--- config.mk ---
export PLATFORM = sky130hd
export DESIGN_NAME = mvm_mac
export DESIGN_NICKNAME = d
export VERILOG_FILES = /design/src/hw/rtl/mvm_pkg.sv /design/src/hw/rtl/mvm_mac.sv
export SDC_FILE = /design/constraint.sdc
export NUM_CORES = 1
export LEC_CHECK = 0
export ABC_AREA = 1
export BUFFER_PORTS_ARGS = -buffer_cell sky130_fd_sc_hd__buf_2
export CAP_MARGIN = 20
export CORE_AREA = 2 2 162 164
export CTS_BUF_LIST = sky130_fd_sc_hd__clkbuf_8
export DETAILED_ROUTE_END_ITERATION = 8
export DIE_AREA = 0 0 164 166
export GPL_ROUTABILITY_DRIVEN = 0
export MAX_ROUTING_LAYER = met4
export PLACE_DENSITY = 0.85
export SLEW_MARGIN = 20
export SYNTH_ARGS = -nofsm -noshare
export SYNTH_HDL_FRONTEND = slang
export SYNTH_SLANG_ARGS = --single-unit
--- constraint.sdc ---
create_clock -name clk -period 6.8 [get_ports clk]
set_input_delay 1.36 -clock clk [delete_from_list [all_inputs] [get_ports clk]]
set_output_delay 1.36 -clock clk [all_outputs]
set_load 0.1 [all_outputs]
--- src/hw/rtl/mvm_pkg.sv ---
package mvm_pkg;

	localparam int DIM_W           = 5;
	localparam int DIM_CMP_W       = 7;
	localparam int ROW_IDX_W       = 4;
	localparam int COL_IDX_W       = 4;
	localparam int VALUE_IN_W      = 16;
	localparam int DOT_W           = 40;
	localparam int STATUS_W        = 2;
	localparam int APB_AW          = 3;
	localparam int APB_DW          = 32;

	localparam int DEF_MAX_ROWS    = 16;
	localparam int DEF_MAX_COLS    = 16;
	localparam int DEF_VALUE_WIDTH = 16;

	localparam logic [DIM_W-1:0] DIM_RESET = 5'd16;

	localparam logic REG_ROWS = 1'b0;
	localparam logic REG_COLS = 1'b1;

	localparam logic [STATUS_W-1:0] ST_OK       = 2'd0;
	localparam logic [STATUS_W-1:0] ST_MISMATCH = 2'd1;
	localparam logic [STATUS_W-1:0] ST_RANGE    = 2'd2;

	localparam logic ACT_WRITE  = 1'b0;
	localparam logic ACT_VECTOR = 1'b1;

	typedef enum logic [1:0] {
		S_IDLE,
		S_READ,
		S_DRAIN
	} state_t;

	typedef struct packed {
		logic valid;
		logic first;
	} mac_ctl_t;

	function automatic logic [DIM_W-1:0] clamp_dim(input logic [DIM_W-1:0] x,
			input logic [DIM_CMP_W-1:0] top);
		logic [DIM_W-1:0] r;
		if (x == '0) begin
			r = DIM_W'(1);
		end else if (DIM_CMP_W'(x) > top) begin
			r = top[DIM_W-1:0];
		end else begin
			r = x;
		end
		return r;
	endfunction

endpackage

--- src/hw/rtl/mvm_mac.sv ---
module mvm_mac
	import mvm_pkg::*;
#(
	parameter int VALUE_WIDTH = DEF_VALUE_WIDTH
) (
	input  logic                          clk,
	input  logic                          arst_n,
	input  mac_ctl_t                      ctl,
	input  logic signed [VALUE_WIDTH-1:0] a,
	input  logic signed [VALUE_WIDTH-1:0] b,
	output logic                          busy,
	output logic signed [DOT_W-1:0]       acc
);

	localparam int PW = 2 * VALUE_WIDTH;
	localparam int SW = ((PW > DOT_W) ? PW : DOT_W) + 1;
	localparam logic signed [SW-1:0] SAT_HI =
		$signed({{(SW-DOT_W+1){1'b0}}, {(DOT_W-1){1'b1}}});
	localparam logic signed [SW-1:0] SAT_LO =
		$signed({{(SW-DOT_W+1){1'b1}}, {(DOT_W-1){1'b0}}});

	mac_ctl_t                 ctl_s2;
	logic signed [PW-1:0]     prod_s2;
	logic signed [DOT_W-1:0]  acc_q;
	logic signed [DOT_W-1:0]  base;
	logic signed [SW-1:0]     sum;
	logic signed [DOT_W-1:0]  sat;

	always_ff @(posedge clk or negedge arst_n) begin
		if (!arst_n) begin
			ctl_s2 <= '0;
		end else begin
			ctl_s2 <= ctl;
		end
	end

	always_ff @(posedge clk) begin
		if (ctl.valid) begin
			prod_s2 <= PW'(a) * PW'(b);
		end
		if (ctl_s2.valid) begin
			acc_q <= sat;
		end
	end

	always_comb begin
		base = ctl_s2.first ? '0 : acc_q;
		sum  = SW'(base) + SW'(prod_s2);
		if (sum > SAT_HI) begin
			sat = SAT_HI[DOT_W-1:0];
		end else if (sum < SAT_LO) begin
			sat = SAT_LO[DOT_W-1:0];
		end else begin
			sat = sum[DOT_W-1:0];
		end
	end

	assign busy = ctl_s2.valid;
	assign acc  = acc_q;

endmodule

## Word level (Yosys, flattened, before mapping)

Cells that the tools add are included.

| word-level totals | value |
|---|---|
| bits in registers | 74 |
| bits of input ports | 36 |
| output and inout bits | 41 |
| word-level logic and storage cells | 10 |

| operators by class | value |
|---|---|
| add/sub/neg operators | 1 |
| multiply operators | 1 |
| magnitude comparators | 2 |
| multiplexer cells | 2 |

Operator list:

| cell | number |
|---|---|
| 2-to-1 mux 40 bit | 2 |
| adder 40 x 32 -> 41 bit | 1 |
| > comparator 41 x 40 -> 1 bit (second input constant) | 1 |
| < comparator 41 x 40 -> 1 bit (second input constant) | 1 |
| multiplier 16 x 16 -> 32 bit | 1 |

## Depth between registers and ports, before layout

| depth | value |
|---|---|
| depth after elaboration | 4 |
| depth in mapped cells | 26 |
| mapped depth without buffers | 24 |

## Worst setup path after synthesis

No wires, ideal clock.

| timing | value |
|---|---|
| path type | input port to flip-flop |
| start point | input a[7] |
| end point | register prod_s2[26] (data pin) |
| library setup time | 0.262 ns |
| arrival time | 6.495 ns |
| data required time | 6.538 ns |
| path slack | 0.042 ns |
| stages | 23 |
| buffers on the path | 2 |
| cell sequence | clkbuf_1 -> clkbuf_1 -> nand2_1 -> fa_1 -> inv_1 -> fa_1 -> inv_1 -> fa_1 -> inv_1 -> fa_1 -> fa_1 -> inv_1 -> fa_1 -> inv_1 -> ha_1 -> nand2_1 -> inv_1 -> nand2_1 -> nor3_1 -> nand4_1 -> nand3_1 -> a21oi_1 -> xor2_1 |

| on the way | value |
|---|---|
| word-level cells in the longest chain between the ends | 1 |

RTL lines:

| element | RTL line | text |
|---|---|---|
| start, declared | mvm_mac.sv:9 | `input logic signed [VALUE_WIDTH-1:0] a,` |
| multiplier 16 x 16 -> 32 bit | mvm_mac.sv:39 | `prod_s2 <= PW'(a) * PW'(b);` |
| end signal, assigned | mvm_mac.sv:39 |  |
| end, declared | mvm_mac.sv:23 | `logic signed [PW-1:0] prod_s2;` |

Every way passes these cells.
A chain may end at the register's enable or synchronous reset.

## Worst setup path in the final report

| timing | value |
|---|---|
| start point | input b[7] |
| end point | register prod_s2[26] (data pin) |

| on the way | value |
|---|---|
| word-level cells in the longest chain between the ends | 1 |

RTL lines:

| element | RTL line | text |
|---|---|---|
| start, declared | mvm_mac.sv:10 | `input logic signed [VALUE_WIDTH-1:0] b,` |
| multiplier 16 x 16 -> 32 bit | mvm_mac.sv:39 |  |

Every way passes these cells.

==> metrics.csv <==
metric,value,unit
core_area,25600,µm²
die_w,164,µm
cts_tree,built,
synth_top_area_frac,0.324,
whs_path_depth,3,
cap_violations,0,
synth_enable_flop_cells,72,
drtPass1Iterations,7,
required,6.91,ns
fin_cells,2609,
ant_nets,0,
synth.area.top_cells,"fa_1, nand2_1, inv_1, edfxtp_1, ha_1",
hold_viol_final,0,
cts_sinks,74,
worstSetupEndpointType,register,
rsz0062_at_grt,false,
ios,77,
rows,59,
slew_headroom,0.436,
synth_mux_area_frac,0,
postPlaceCellArea,17200,µm²
synth_most_common_cell,nand2_1,
synth_compound_area_frac,0.0414,
fin_hold_ws,0.652,ns
cp-start-kind,input pin,
synth_seq_cells,74,
drv_slew,0,
viasPerCell,5.31,
fin_tns_setup,0,ns
crit_arrival,6.64,ns
remaining_drc_errors,0,
first_global_vias,14450,
grt_max_degree,42,
syn_inst,2192,
grt_pass1_wl,66400,µm
die_area,27200,µm²
avgSynthCellArea,7.42,µm²
synthDistinctLibCells,36,
dr.first_iter.drc_count,1271,
yosys_warnings,0,
tightest_slew,0.846,ns
fmax,0.153,GHz
port_buffers,76,
antenna_found_initial,0,
hold_path_class,reg -> reg,
synth_top_family_by_area,adder cells,
rr_worst_depth,14,
cp_max_fo,8,
place_inst,2593,
fillers,2044,
antennaDiodeCount,0,
period_minus_slack,6.53,ns
wl_per_cell,14.9,µm
path_class,in -> reg,
dieHeight,166,µm
grt-ovfl-total,0,
vias,13852,
yosysTopAreaCell,fa_1,
synthXorXnorAreaFrac,0.0302,
synth.net_count,2613,
root_buffer,clkbuf_8,
cts_max_path_buffers,2,
setup_viol,0,
synthArstFlopShare,0.0270,
synth_adder_area_share,0.418,
synthFlopType,edfxtp_1,
period_share,0.960,
final_area,17400,µm²
area_growth_syn_to_layout,7.14,%
synth_common_cells,"nand2_1, inv_1, fa_1",
clkTransAtPathRegs,0.08,ns
netlist_area,16300,µm²
grt.total_usage,0.314,
finalClockSkew,0.0119,ns
clock_latency,0.37,ns
synth_seq_area_share,0.136,
htreeDepth,3,
outcome,finished clean,
start_util,0.635,
synth_simple_gate_area_frac,0.218,
fin_nets,2690,
cts_inserted_buffers,9,
drt_wl_total,38800,µm
dp_hpwl,33500,µm
final_layout_size_suffix_gt1_frac,0.0809,
critical path, cell delays in order:
cell and delay [ns]:
buf_2 0.22, nand2_1 0.11, fa_1 0.54, inv_1 0.05, fa_1 0.50, inv_1 0.06, fa_1 0.53, inv_1 0.05
fa_1 0.55, fa_1 0.57, inv_1 0.06, fa_1 0.53, inv_1 0.04, ha_1 0.35, nand2_1 0.07, inv_1 0.10
nand2_1 0.10, nor3_2 0.21, nand4_1 0.19, nand3_1 0.19, a21oi_1 0.10, xor2_1 0.16
cell type report:
cell class	instances	area, µm²	share of cell area
Inverter	599	2250	0.129
Timing Repair Buffer	137	838	0.0481
Clock buffer	9	124	0.00711
Sequential cell	74	2210	0.127
Tap cell	335	419	0.0241
Clock inverter	7	71.3	0.00409
Multi-Input combinational cell	1448	11500	0.660
metal layers:
metal  global-route usage  vias up  share of wire
met1                0.374     6579           0.38
met5                    -        -              0
met2                0.532      611           0.50
li1                     -     6522              -
met4                0.137        0          0.048
met3               0.0437      140          0.080
flip-flops by register name (all words and copies together) (netlist names):
signal	cells
acc	40
busy	1
ctl_s2	1
prod_s2	32
cell usage in the layout (no fill, tap or decap), types with 12 or more instances in the layout:
cell / netlist / layout
fa_1: 263 / 261
o21ai_0: 22 / 22
ha_1: 122 / 122
nand3_1: 50 / 50
xor2_1: 34 / 34
nand2_1: 643 / 643
xnor2_1: 22 / 22
nand4_1: 16 / 16
o21bai_1: 12 / 12
nor2_1: 136 / 136
inv_1: 594 / 595
buf_4: 0 / 61
a21oi_1: 71 / 71
edfxtp_1: 72 / 72
buf_2: 4 / 76
timing repair:
action / in CTS / in global routing
resized for setup: 0 / 3
setup buffers: 0 / 0
endpoints found under the setup margin: 0 / 5
hold buffers: 0 / 0
kinds of logic after synthesis:
logic type,count (synthesis)
AND/OR/NAND/NOR,886
buffers and inverters,670
adder cells (fa/ha/maj),385
AO/OA/AOI/OAI,121
flip-flops,74
XOR/XNOR,56
per-stage QoR:
step / setup WS, ns / util
finish: 0.271 / 0.680
global route: 0.0155 / 0.680
CTS: 0.215 / 0.680
detailed placement: -0.153 / 0.672
global placement: -0.0101 / 0.672
floorplan: 0.0424 / -
worst paths after layout:
check	startpoint	end	slack (ns)
max	b[7]	prod_s2[26]	0.27
min in group asynchronous	arst_n	ctl_s2[0]	0.76
min	prod_s2[0]	acc[0]	0.65
min reg2reg	prod_s2[0]	acc[0]	0.65
max reg2reg	ctl_s2[0]	acc[16]	3.18
max in group asynchronous	arst_n	busy	5.95
Power is left out: the tool's default activity adds up to more than one toggle a clock period on the data nets, which glitch-free logic cannot reach.
